==> src/design/pareto_front_filter_unit_macros.svh <==
// ----------------------------------------------------------------------------
// pareto_front_filter_unit_macros.svh
// Assertion macros used by the top-level front filter design file.
// ----------------------------------------------------------------------------
`ifndef PARETO_FRONT_FILTER_UNIT_MACROS_SVH
`define PARETO_FRONT_FILTER_UNIT_MACROS_SVH

// Same-cycle implication, checked outside reset
`define PFF_ASSERT_IMPL(label, clk, rstn, ante, cons) \
    label: assert property (@(posedge clk) disable iff (!(rstn)) (ante) |-> (cons)) \
        else $error("pareto front filter: same-cycle check failed");

// Next-cycle implication, checked outside reset
`define PFF_ASSERT_NEXT(label, clk, rstn, ante, cons) \
    label: assert property (@(posedge clk) disable iff (!(rstn)) (ante) |=> (cons)) \
        else $error("pareto front filter: next-cycle check failed");

`endif

==> src/design/pff_pkg.sv <==
// ----------------------------------------------------------------------------
// pff_pkg
// Types and constants of the Pareto front filter.
// ----------------------------------------------------------------------------
package pff_pkg;

    localparam int PFF_MAX_RECORDS = 32;
    localparam int PFF_LABEL_W     = 6;
    localparam int PFF_VALUE_W     = 32;

    // One input request
    typedef struct packed {
        logic [PFF_LABEL_W-1:0] record_label;
        logic [PFF_VALUE_W-1:0] makespan;
        logic [PFF_VALUE_W-1:0] work;
        logic                   is_last;
    } pff_in_t;

    // One result
    typedef struct packed {
        logic [PFF_LABEL_W-1:0] front_label;
        logic [PFF_VALUE_W-1:0] front_makespan;
        logic [PFF_VALUE_W-1:0] front_work;
        logic                   end_of_front;
        logic                   records_dropped;
    } pff_out_t;

    // Record held in a cell
    typedef struct packed {
        logic [PFF_LABEL_W-1:0] label;
        logic [PFF_VALUE_W-1:0] makespan;
        logic [PFF_VALUE_W-1:0] work;
    } pff_rec_t;

    // Chain control, common to all cells
    typedef struct packed {
        logic insert;
        logic drain;
    } pff_cell_ctrl_t;

    // Control from the sequencer to the front stage
    typedef struct packed {
        logic step;
        logic flush;
        logic dropped;
    } pff_front_ctrl_t;

endpackage

==> src/design/pff_cell.sv <==
// ----------------------------------------------------------------------------
// pff_cell
// One insertion cell: holds one record, takes the new record or its left
// neighbor's record on insert, takes its right neighbor's record on drain.
// ----------------------------------------------------------------------------
module pff_cell
    import pff_pkg::*;
(
    input  logic           aclk,
    input  logic           aresetn,
    input  pff_cell_ctrl_t ctrl,
    input  pff_rec_t       new_rec,
    input  logic           prev_take,
    input  pff_rec_t       prev_rec,
    input  logic           prev_valid,
    input  pff_rec_t       next_rec,
    input  logic           next_valid,
    output logic           take,
    output pff_rec_t       rec,
    output logic           valid
);

    pff_rec_t rec_reg, rec_next;
    logic     valid_reg, valid_next;

    // The new record belongs at or before this cell when the cell is empty
    // or holds a strictly larger makespan (ties keep load order)
    assign take = !valid_reg || (rec_reg.makespan > new_rec.makespan);

    // Select shift-in, insert or hold
    always_comb begin
        rec_next   = rec_reg;
        valid_next = valid_reg;
        if (ctrl.drain) begin
            rec_next   = next_rec;
            valid_next = next_valid;
        end else if (ctrl.insert && take) begin
            if (prev_take) begin
                rec_next   = prev_rec;
                valid_next = prev_valid;
            end else begin
                rec_next   = new_rec;
                valid_next = 1'b1;
            end
        end
    end

    always_ff @(posedge aclk) begin
        if (!aresetn) begin
            valid_reg <= 1'b0;
        end else begin
            valid_reg <= valid_next;
        end
    end

    always_ff @(posedge aclk) begin
        rec_reg <= rec_next;
    end

    assign rec   = rec_reg;
    assign valid = valid_reg;

endmodule

==> config.mk <==
export PLATFORM = sky130hd
export DESIGN_NAME = pff_cell
export DESIGN_NICKNAME = d
export VERILOG_FILES = /design/src/design/pareto_front_filter_unit_macros.svh /design/src/design/pff_pkg.sv /design/src/design/pff_cell.sv
export SDC_FILE = /design/constraint.sdc
export NUM_CORES = 1
export LEC_CHECK = 0
export BUFFER_PORTS_ARGS = -buffer_cell sky130_fd_sc_hd__buf_2
export CAP_MARGIN = 15
export CORE_AREA = 5 5 111 113
export DETAILED_ROUTE_END_ITERATION = 7
export DIE_AREA = 0 0 116 118
export PLACE_DENSITY = 0.79
export SYNTH_ARGS = -nofsm -noshare
export SYNTH_HDL_FRONTEND = slang
export SYNTH_SLANG_ARGS = --single-unit
==> constraint.sdc <==
create_clock -name aclk -period 9 [get_ports aclk]
set_input_delay 0.45 -clock aclk [delete_from_list [all_inputs] [get_ports aclk]]
set_output_delay 0.45 -clock aclk [all_outputs]
set_load 0.05 [all_outputs]
### Word-level counts from Yosys, hierarchy flattened

Index checks and enable logic that the tools add are counted.

* magnitude comparators: 1
* mux-type cells: 6
* reductions and logical operators: 4

Operators with widths (count)
* 70-bit two-way mux: 3
* 32-bit > comparator: 1
* 1-bit two-way mux: 3
* 2-bit nonzero test: 1
* 1-bit logical AND: 1
* 1-bit logical NOT: 1
* 1-bit logical OR: 1

* flip-flop bits (word level): 71
* output and inout port bits: 72
* logic and storage cells: 15

### Depth between registers and ports, before layout

* word-level depth: 5
* gate-level depth with buffers: 8
* gate-level depth less buffers: 8

### Worst setup path before layout

Ideal clock, no wire load.

* path kind: register -> register
* start: register rec_reg (netlist bit rec[46])
* end: register rec_reg (netlist bit rec[0]) (enable)
* arrival time: 3923 ps
* setup slack: 4651 ps
* cell stages (with the launch flop): 8
* buffers on the path: 0
* clock period less this slack: 4349 ps
* cells stage by stage: edfxtp_1 > ha_1 > nand4_1 > nor4_2 > a21boi_2 > o31ai_2 > a41oi_2 > a21o_1

* word-level cells in the longest chain between the ends: 4

RTL lines
* from (decl): line pff_cell.sv:23 `pff_rec_t rec_reg, rec_next;`
* from (signal assigned): line pff_cell.sv:57 `rec_reg <= rec_next;`
* 32-bit > comparator: line pff_cell.sv:28 `assign take = !valid_reg || (rec_reg.makespan > new_rec.makespan);`
* 1-bit logical OR: line pff_cell.sv:28
* net take: line pff_cell.sv:18 `output logic take,`
* 1-bit logical AND: line pff_cell.sv:37 `end else if (ctrl.insert && take) begin`
* 2-bit nonzero test (no line)

The timed path passes the listed nets, and every way through them passes these cells.
A chain may end at the register's enable or synchronous reset.

### Final worst setup path

* start: register rec_reg (netlist bit rec[46])
* end: register rec_reg (netlist bit rec[34]) (enable)

* word-level cells in the longest chain between the ends: 4

RTL lines (line)
* 32-bit > comparator: pff_cell.sv:28
* 1-bit logical OR: pff_cell.sv:28
* 1-bit logical AND: pff_cell.sv:37
* 2-bit nonzero test (no line)

No other way between the ends.

==> flow_metrics.env <==
export IMPL_syn_area_um2=4420
export IMPL_p_clk_share_pct=31.3
export IMPL_synth_top_cell_area_share_pct=47.5
export IMPL_met2_length_um=6850
export IMPL_overflow=0
export IMPL_worstPathRequired_ns=8.95
export IMPL_clk_pin_slew_ns=0.06
export IMPL_n_fill_cell=1004
export IMPL_clockRootBuffer="clkbuf_16"
export IMPL_io_pins=289
export IMPL_leakage_nw=3.22
export IMPL_grt_pass1_wl_um=20100
export IMPL_syn_to_final_growth_pct=41.7
export IMPL_crit_type="reg2reg"
export IMPL_track_usage_pct=18.3
export IMPL_startpoint_type="flip-flop"
export IMPL_synth_seq_cells=71
export IMPL_min_to="rec[21]"
export IMPL_drc_errors=0
export IMPL_synth_top_family_by_area="multiplexers"
export IMPL_grt_start_max_net_pins=77
export IMPL_start_util_pct=39.4
export IMPL_hold_viol=0
export IMPL_r2r_cells=7
export IMPL_core_area_um2=11200
export IMPL_timing_fmax_mhz=334
export IMPL_combPwrFrac_pct=30.2
export IMPL_power_mw=1.10
export IMPL_async_flop_share_pct=0
export IMPL_htree_levels=3
export IMPL_r2r_end="rec[34]"
export IMPL_internal_power_uw=723
export IMPL_antenna_left=0
export IMPL_routedWlPerCell_um=15.6
export IMPL_synth_compound_area_share_pct=12.5
export IMPL_portBuffers=288
export IMPL_maxSlewViolCount=0
export IMPL_synth_cells=424
export IMPL_max_clock_path_buffers=2
export IMPL_ys_types=31
export IMPL_drv_cap=0
export IMPL_slowest_delay_ns=0.72
export IMPL_reg2reg_slack_ns=6.00
export IMPL_rows=39
export IMPL_yosysTopAreaCell="edfxtp_1"
export IMPL_crit_arrival_ns=2.95
export IMPL_crit_chain="ha_1 -> nand4_1 -> nor4_2 -> a21boi_2 -> o31ai_2 -> a41oi_2 -> a21o_4"
export IMPL_ys_top_cells_by_count="nand2_1 (76), o21ai_0 (76), edfxtp_1 (70), mux2i_1 (70), inv_1 (35)"
export IMPL_dr_wl_met3_um=958
export IMPL_r2r_start="rec[46]"
export IMPL_drt_total_wl_um=13300
export IMPL_rsz0062_at_grt="no"
export IMPL_cp_top_family="compound AO/OA/AOI/OAI gates"
export IMPL_synthAdderAreaFrac_pct=9.05
export IMPL_routed_top_layer="met4"
export IMPL_period_minus_slack_ns=3.00
export IMPL_drtIter0Drc=157
export IMPL_crit_slowest_cell="a21o_4"
export IMPL_synth_avg_cell_area_um2=10.4
export IMPL_clock_sinks=71
export IMPL_cts_tree="built"
export IMPL_swShare_pct=34.1
export IMPL_dp_hpwl_um=10900
export IMPL_fin_setup_tns_ns=0
export IMPL_fin_skew_ns=0.00713
export IMPL_synth_area_mux_share_pct=15.8
export IMPL_post_cts_resized=0
export IMPL_synth_area_leaders="edfxtp_1 (48%), mux2i_1 (16%), ha_1 (9.1%)"
export IMPL_peakVddDrop_uv=84.4
export IMPL_ys_warn_count=0
export IMPL_cp_max_fo=70
export IMPL_powerDensity_nw_per_um2=175
export IMPL_synthFlopType="edfxtp_1"
export IMPL_whs_path_depth=3
export IMPL_viasPerCell=4.96
export IMPL_finalCritPeriodShare_pct=33.3
export IMPL_hold_class="in2reg"
export IMPL_gp_congestion=0.855
export IMPL_post_cts_buffers=0
export IMPL_fp_dieH_um=118
export IMPL_synth_xor_area_share_pct=0
export IMPL_endpoint_kind="flip-flop"
export IMPL_outcome="finished clean"
export IMPL_grt_pass1_vias=4362
export IMPL_placed_cell_area_um2=5970
export IMPL_synth_simple_gate_area_share_pct=9.45
export IMPL_finalSetupViolCount=0
export IMPL_max_slew_worst_pin_slew_ns=0.870
export IMPL_die_w_um=116
export IMPL_met1_length_um=5120
export IMPL_synth_nets=673
export IMPL_antenna_found_initial=0
export IMPL_seqPwrFrac_pct=38.5
export IMPL_layout_drive_gt1_share_pct=44.3
export IMPL_slew_headroom_pct=42.0
export IMPL_nets=951
export IMPL_cts_hold_fix_buffers=0
export IMPL_switching_power_uw=374
export IMPL_die_area_um2=13700
export IMPL_clock_latency_ns=0.33
export IMPL_hold_start="next_rec[21]"
export IMPL_cts_made_buffers=9
export IMPL_cp_num_buf_inv=0
export IMPL_diodes=0
export IMPL_synth_edff_count=70
export IMPL_dr_pass1_iters=5
export IMPL_largest_reg_flops=70
export IMPL_ys_seq_area_share_pct=48.0
export IMPL_post_route_cell_area_um2=6260
export IMPL_post_route_util_pct=55.8
export IMPL_num_vias=4217
-- worst max path at each step --
stage | depth (start not counted) | end | slack, ns | startpoint
after floorplan | 7 | rec[0] | 4.65 | rec[46]
after global placement | 9 | rec[16] | 5.90 | new_rec[46]
after detailed placement | 9 | rec[10] | 5.82 | new_rec[46]
after CTS | 7 | rec[10] | 5.97 | rec[46]
after global routing | 7 | rec[34] | 5.79 | rec[46]
final | 7 | rec[34] | 6.00 | rec[46]
-- placed cells by master, fill, tap and decap left out, types with 2 or more instances in the layout --
master,Yosys,final
a211oi_1,3,3
a21o_1,3,2
inv_1,35,35
o21ai_0,76,76
nand3_1,3,3
clkbuf_16,0,9
and4_1,2,2
nand4_1,6,6
nand2_1,76,76
nor2_1,2,2
o22ai_1,2,2
clkinvlp_4,0,2
a21oi_1,7,7
edfxtp_1,70,70
clkinv_2,0,3
ha_1,32,32
buf_4,0,4
buf_2,7,286
mux2i_1,70,70
-- worst register-to-register path: stages, from the launching register on --
cell and delay [ns]:
edfxtp_1 0.38, ha_1 0.34, nand4_1 0.18, nor4_2 0.34, a21boi_2 0.22, o31ai_2 0.08
a41oi_2 0.29, a21o_4 0.72
-- power groups by stage --
stage	Clock (mW)	Combinational (mW)	Sequential (mW)
global placement	0	0.325	0.427
finish	0.343	0.331	0.422
detailed placement	0	0.333	0.429
global route	0.365	0.356	0.426
CTS	0.348	0.334	0.423
floorplan	0	0.0954	0.553
-- kinds of logic (layout without fill, tap and decap cells) --
logic type | Yosys count | after routing
buffers and inverters | 58 | 341
AOI/OAI and AO/OA | 99 | 99
muxes | 70 | 70
and+or+nand+nor | 94 | 94
DFF | 71 | 71
adders and majority gates | 32 | 32
-- metal layers --
| layer | track usage [%] | up-vias |
|---|---|---|
| li1 | - | 2099 |
| met1 | 21.2 | 1883 |
| met2 | 32.5 | 205 |
| met3 | 4.16 | 30 |
| met4 | 6.67 | 0 |
| met5 | 0 | - |
-- metrics by stage --
step	instances	hold WS [ns]	setup WS (ns)
floorplan	424	0.588	4.65
global placement	834	0.634	5.90
detailed placement	834	0.651	5.82
CTS	850	0.392	5.97
global route	850	0.406	5.79
finish	850	0.406	6.00
-- final cells by class --
cell class / count / area (µm²) / share of cell area, %
repair buffers: 290 / 1460 / 23.3
multi-input cells: 295 / 2080 / 33.2
well taps: 143 / 179 / 2.86
clock inverters: 7 / 63.8 / 1.02
inverters: 35 / 131 / 2.10
clock buffers: 9 / 225 / 3.60
flip-flops and latches: 71 / 2120 / 33.9
Power figures use the tool's default switching activity.
