===== src/design/pareto_front_filter_unit_macros.svh =====
// ----------------------------------------------------------------------------
// pareto_front_filter_unit_macros.svh
// Assertion macros used by the top-level front filter design file.
// ----------------------------------------------------------------------------
`ifndef PARETO_FRONT_FILTER_UNIT_MACROS_SVH
`define PARETO_FRONT_FILTER_UNIT_MACROS_SVH

// Same-cycle implication, checked outside reset
`define PFF_ASSERT_IMPL(label, clk, rstn, ante, cons) \
    label: assert property (@(posedge clk) disable iff (!(rstn)) (ante) |-> (cons)) \
        else $error("pareto front filter: same-cycle check failed");

// Next-cycle implication, checked outside reset
`define PFF_ASSERT_NEXT(label, clk, rstn, ante, cons) \
    label: assert property (@(posedge clk) disable iff (!(rstn)) (ante) |=> (cons)) \
        else $error("pareto front filter: next-cycle check failed");

`endif


===== src/design/pff_pkg.sv =====
// ----------------------------------------------------------------------------
// pff_pkg
// Types and constants of the Pareto front filter.
// ----------------------------------------------------------------------------
package pff_pkg;

    localparam int PFF_MAX_RECORDS = 32;
    localparam int PFF_LABEL_W     = 6;
    localparam int PFF_VALUE_W     = 32;

    // One input request
    typedef struct packed {
        logic [PFF_LABEL_W-1:0] record_label;
        logic [PFF_VALUE_W-1:0] makespan;
        logic [PFF_VALUE_W-1:0] work;
        logic                   is_last;
    } pff_in_t;

    // One result
    typedef struct packed {
        logic [PFF_LABEL_W-1:0] front_label;
        logic [PFF_VALUE_W-1:0] front_makespan;
        logic [PFF_VALUE_W-1:0] front_work;
        logic                   end_of_front;
        logic                   records_dropped;
    } pff_out_t;

    // Record held in a cell
    typedef struct packed {
        logic [PFF_LABEL_W-1:0] label;
        logic [PFF_VALUE_W-1:0] makespan;
        logic [PFF_VALUE_W-1:0] work;
    } pff_rec_t;

    // Chain control, common to all cells
    typedef struct packed {
        logic insert;
        logic drain;
    } pff_cell_ctrl_t;

    // Control from the sequencer to the front stage
    typedef struct packed {
        logic step;
        logic flush;
        logic dropped;
    } pff_front_ctrl_t;

endpackage


===== src/design/pff_front.sv =====
// ----------------------------------------------------------------------------
// pff_front
// Front stage: filters the drained records by work, holds the latest front
// record until its successor or the end of the set is known, and drives the
// result register.
// ----------------------------------------------------------------------------
module pff_front
    import pff_pkg::*;
(
    input  logic            aclk,
    input  logic            aresetn,
    input  pff_front_ctrl_t ctrl,
    input  pff_rec_t        head,
    output logic            slot_free,
    output logic            m_valid,
    input  logic            m_ready,
    output pff_out_t        m_data
);

    logic                   first_reg, first_next;
    logic                   pend_valid_reg, pend_valid_next;
    pff_rec_t               pend_reg, pend_next;
    logic [PFF_VALUE_W-1:0] ref_work_reg, ref_work_next;
    logic                   out_valid_reg, out_valid_next;
    pff_out_t               out_reg, out_next;
    logic                   keep;

    assign slot_free = !out_valid_reg || m_ready;
    assign keep      = first_reg || (head.work <= ref_work_reg);

    // Advance the pending record to the output, replace or flush it
    always_comb begin
        first_next      = first_reg;
        pend_valid_next = pend_valid_reg;
        pend_next       = pend_reg;
        ref_work_next   = ref_work_reg;
        out_next        = out_reg;
        out_valid_next  = out_valid_reg && !m_ready;
        if (ctrl.step && keep) begin
            if (pend_valid_reg) begin
                out_next.front_label     = pend_reg.label;
                out_next.front_makespan  = pend_reg.makespan;
                out_next.front_work      = pend_reg.work;
                out_next.end_of_front    = 1'b0;
                out_next.records_dropped = ctrl.dropped;
                out_valid_next           = 1'b1;
            end
            pend_next       = head;
            pend_valid_next = 1'b1;
            ref_work_next   = head.work;
            first_next      = 1'b0;
        end else if (ctrl.flush) begin
            if (pend_valid_reg) begin
                out_next.front_label     = pend_reg.label;
                out_next.front_makespan  = pend_reg.makespan;
                out_next.front_work      = pend_reg.work;
                out_next.end_of_front    = 1'b1;
                out_next.records_dropped = ctrl.dropped;
                out_valid_next           = 1'b1;
            end
            pend_valid_next = 1'b0;
            first_next      = 1'b1;
        end
    end

    always_ff @(posedge aclk) begin
        if (!aresetn) begin
            first_reg      <= 1'b1;
            pend_valid_reg <= 1'b0;
            out_valid_reg  <= 1'b0;
        end else begin
            first_reg      <= first_next;
            pend_valid_reg <= pend_valid_next;
            out_valid_reg  <= out_valid_next;
        end
    end

    always_ff @(posedge aclk) begin
        pend_reg     <= pend_next;
        ref_work_reg <= ref_work_next;
        out_reg      <= out_next;
    end

    assign m_valid = out_valid_reg;
    assign m_data  = out_reg;

endmodule


===== config.mk =====
export PLATFORM = sky130hd
export DESIGN_NAME = pff_front
export DESIGN_NICKNAME = d
export VERILOG_FILES = /design/src/design/pareto_front_filter_unit_macros.svh /design/src/design/pff_pkg.sv /design/src/design/pff_front.sv
export SDC_FILE = /design/constraint.sdc
export NUM_CORES = 1
export LEC_CHECK = 0
export ABC_CLOCK_PERIOD_IN_PS = 6300
export BUFFER_PORTS_ARGS = -buffer_cell sky130_fd_sc_hd__buf_2
export CAP_MARGIN = 20
export CORE_MARGIN = 5
export CORE_UTILIZATION = 51
export DETAILED_ROUTE_END_ITERATION = 10
export PLACE_DENSITY_LB_ADDON = 0.05
export SLEW_MARGIN = 20
export SYNTH_ARGS = -nofsm -noshare
export SYNTH_HDL_FRONTEND = slang
export SYNTH_SLANG_ARGS = --single-unit

===== constraint.sdc =====
create_clock -name aclk -period 6.3 [get_ports aclk]
set_input_delay 1.26 -clock aclk [delete_from_list [all_inputs] [get_ports aclk]]
set_output_delay 1.26 -clock aclk [all_outputs]
set_load 0.05 [all_outputs]

# Word-level counts from Yosys, hierarchy flattened
# Index checks and enable logic that the tools add are counted.
[op_classes]
shifts = 0
n_lt_le_gt_ge = 1
eq_ne = 0
addsub = 0
n_bitwise = 0
div_mod_pow = 0
n_reduce_logical = 8
muxes = 11
mul = 0
[ops]
columns = ["op", "n"]
rows = [
  ["$mux W72", 4],
  ["$le A32 B32 Y1", 1],
  ["$mux W1", 7],
  ["$logic_and A1 B1 Y1", 2],
  ["$logic_not A1 Y1", 2],
  ["$logic_or A1 B1 Y1", 2],
  ["$reduce_and A2 Y1", 1],
  ["$reduce_bool A2 Y1", 1],
]
[word_totals]
output_inout_bits = 74
ram_bits = 0
latch_bits = 0
n_memories = 0
regBits = 145
in_bits = 76
rom_bits = 0
word_cells = 31

# Longest topological paths before layout
[logic_depth]
depth_word = 5
mapped_depth = 9
depth_no_buf = 9

# Least setup slack after synthesis
# Ideal clock, no wire load.
[synth_timing]
path_type = "input-to-reg"
start = "input head[9] (netlist bit)"
end = "register out_reg, in the netlist m_data[0] (enable)"
setup_slack_ns = 0.717
stages = 8
arrival_time_ns = 5.148
path_buffers = 0
t_required_ns = 5.865
setup_ns = 0.435
path_cell_list = "ha_1 > a21o_1 > nand3_1 > a21oi_1 > or4b_1 > a41o_1 > inv_2 > o21a_1"
[synth_between]
elab_chain_len = 5
[synth_lines]
columns = ["element", "line_no", "source"]
rows = [
  ["from (decl)", "pff_front.sv:13", "input pff_rec_t head,"],
  ["$le A32 B32 Y1", "pff_front.sv:29", "assign keep = first_reg || (head.work <= ref_work_reg);"],
  ["$logic_or A1 B1 Y1", "pff_front.sv:29", ""],
  ["$logic_and A1 B1 Y1", "pff_front.sv:39", "if (ctrl.step && keep) begin"],
  ["$reduce_bool A2 Y1 (no line)", "-", ""],
  ["$reduce_and A2 Y1 (no line)", "-", ""],
  ["to (signal assigned)", "pff_front.sv:81", "out_reg <= out_next;"],
  ["to (decl)", "pff_front.sv:25", "pff_out_t out_reg, out_next;"],
]
# No other way between the ends.
# A chain may end at the register's enable or synchronous reset.

# Worst setup path in the final report
[layout_timing]
start = "input head[30] (netlist bit)"
end = "register out_reg, in the netlist m_data[61] (enable)"
# The elaborated chain is that of the path after synthesis.

==> results.yml <==
grt:
  track_usage_pct: 16.0
  first_global_vias: 2992
  grt_max_degree: 73
  grt-ovfl-total: 0
  antenna_found_initial: 0
  grt_pass1_wl_um: 15000
synthesis:
  synthArstFlopShare_pct: 0
  synth_compound_area_share_pct: 3.67
  synth_top_family_by_area: "adder cells"
  synth_adder_area_share_pct: 7.67
  ys_warn_count: 0
  ys_seq_area_share_pct: 82.8
  synth_area_leaders: "edfxtp_1, ha_1, inv_1"
  avgSynthCellArea_sq_um: 18.9
  ys_types: 28
  yosys.area_share.simple_pct: 3.35
  synth_nets: 384
  yosysTopAreaCellShare_pct: 81.6
  postSynthCellCount: 276
  synth-edff-count: 142
  synthXorXnorAreaFrac_pct: 0
  synth_top_area_cell: "edfxtp_1"
  netlist_area_sq_um: 5220
  synth_mux_area_share_pct: 0
  synth_seq_cells: 145
  ys.flop_type: "edfxtp_1"
clock_network:
  clock_sinks: 145
  cts_buffer_depth: 2
  post_cts_resize_count: 0
  cts_root_buf: "clkbuf_8"
  clk_latency_ps: 510
  cts_tree: "done"
  numCtsBuffers: 17
  post-cts-setup-buffer-count: 0
  cts.clk_slew.worst_paths_ps: 60
  postCtsHoldBufs: 0
  h-tree-depth: 4
timing:
  finalCriticalPeriod_ps: 3730
  setup_tns_ps: 0
  worstMarginPinSlew_ps: 1010
  clock_skew_ps: 7.19
  grt_setup_unrepaired: "no"
  finalHoldViolCount: 0
  final-max-slew-violation-count: 0
  fin_ws_ps: 2570
  setup_violations: 0
  fmax_ghz: 0.268
  finalCritPeriodShare_pct: 59.2
  max_slew_margin_pct: 32.5
cells_and_area:
  most-common-layout-cells: "buf_2, edfxtp_1, inv_1, ha_1"
  multi_input_area_sq_um: 774
  fin_area_sq_um: 6810
  diodes: 0
  final_common_cell: "buf_2"
  largest_reg_flops: 72
  fin_nets: 553
  register_area_sq_um: 4320
  drive_above_1_share_pct: 40.0
  num-fill-cells: 710
  syn2layout_area_growth_pct: 30.3
critical_path:
  r2r_cells: 9
  cp.arrival_ps: 3860
  cp_cell_sequence: "buf_2, ha_1, nand4_2, nor4_1, a32o_1, a21oi_1, a41o_1, inv_2, o21a_4"
  cp_max_fo: 72
  critical_path_class: "input pin to register"
  critPathSlowestCell: "o21a_4"
  cp-start-kind: "input pin"
  worstSetupEndpointType: "register"
  critPathRequiredTime_ps: 6430
  crit_start: "head[30]"
  r2r_end: "m_data[61]$_DFFE_PP_"
  timing.rr.start: "ref_work_reg[30]$_DFFE_PP_"
  r2r_slack_ps: 3030
  cpPeakStageDelay_ps: 800
drt:
  wl_um: 9540
  wl_per_cell_um: 16.1
  first_pass_iters: 4
  via_per_inst: 4.76
  drt-initial-drc-count: 159
  drc: 0
  vias: 2829
  ant_nets: 0
floorplanning:
  num_io_pins: 150
  start_util_pct: 51.5
  die_area_sq_um: 12400
  die_h_um: 111
  die_x_um: 111
  coreArea_sq_um: 10100
  fp-row-count: 37
worst_hold_path:
  worst_hold_path.num_cells: 0
  min_to: "m_data[52]$_DFFE_PP_"
  hold_path.class: "register to register"
  min-delay-start: "pend_reg[50]$_DFFE_PP_"
power:
  power_density_nw_per_um2: 385
  p_leak_uw: 0.00284
  ir_worst_vdd_v: 0.000180
run:
  drv_cap: 0
place:
  dp_hpwl_um: 6490
  gp_routability_congestion: 0.754
  placed_cell_area_sq_um: 6150
  pre_cts_slack_ps: 2020
  io_buffers: 149
run_status:
  run_status: "finished clean"
==> report_power, final <==
part / total (uW) / internal (uW) / switching (uW)
Sequential: 1210 / 1180 / 27.4
Combinational: 323 / 76.1 / 246
Clock: 1090 / 722 / 368
Total: 2620 / 1980 / 642
==> logic make-up (layout without fill, tap and decap cells) <==
logic type	count (synthesis)	in the layout
buf+inv	35	217
flops	145	145
simple gates	32	32
fa+ha+maj	32	32
compound gates	32	32
==> metrics by stage <==
| stage | utilization (%) | instances | power [uW] | hold slack (ps) |
|---|---|---|---|---|
| after floorplan | - | 276 | 1450 | 400 |
| after global placement | 60.7 | 562 | 1550 | 400 |
| after detailed placement | 60.7 | 562 | 1560 | 405 |
| after CTS | 67.1 | 594 | 2650 | 417 |
| after global routing | 67.1 | 594 | 2730 | 421 |
| final | 67.1 | 594 | 2620 | 416 |
==> critical path, delay by kind of cell <==
family                   cells  cell delay, ps
adder cells (fa/ha/maj)      1             330
AND/OR/NAND/NOR              2             660
buffers and inverters        2             190
AO/OA/AOI/OAI                4            1390
==> per-layer routing <==
metal | vias up | GRT usage [%] | share of wire (%)
met3 | 10 | 6.39 | 7.8
met4 | 0 | 6.33 | 1.0
met2 | 95 | 26.5 | 50
li1 | 1392 | - | -
met1 | 1332 | 18.8 | 41
met5 | - | 0 | 0
==> Yosys cell counts (all sizes together) (2+ instances only) <==
master,number
ha,32
dfxtp,3
inv,35
nand2,9
edfxtp,142
nor4,2
nor2,5
nand4,6
a21oi,16
o21ai,6
nand2b,2
a21boi,3
nand3,4
nor2b,2
==> worst max-delay path by stage <==
stage          depth (start not counted)                   end
2_1_floorplan                          8   m_data[0]$_DFFE_PP_
3_3_place_gp                           9  m_data[48]$_DFFE_PP_
3_5_place_dp                           9  m_data[58]$_DFFE_PP_
4_1_cts                                9  m_data[61]$_DFFE_PP_
5_1_grt                                9  m_data[61]$_DFFE_PP_
6_report                               9  m_data[61]$_DFFE_PP_
==> area by class of cell <==
type	instances	share of cell area (%)
Sequential cell	145	63.5
Multi-Input combinational cell	96	11.4
Clock buffer	18	6.14
Inverter	35	1.93
Clock inverter	14	3.44
Timing Repair Buffer	150	11.1
Tap cell	136	2.50
Note: power is estimated with default switching activity, not from simulation.
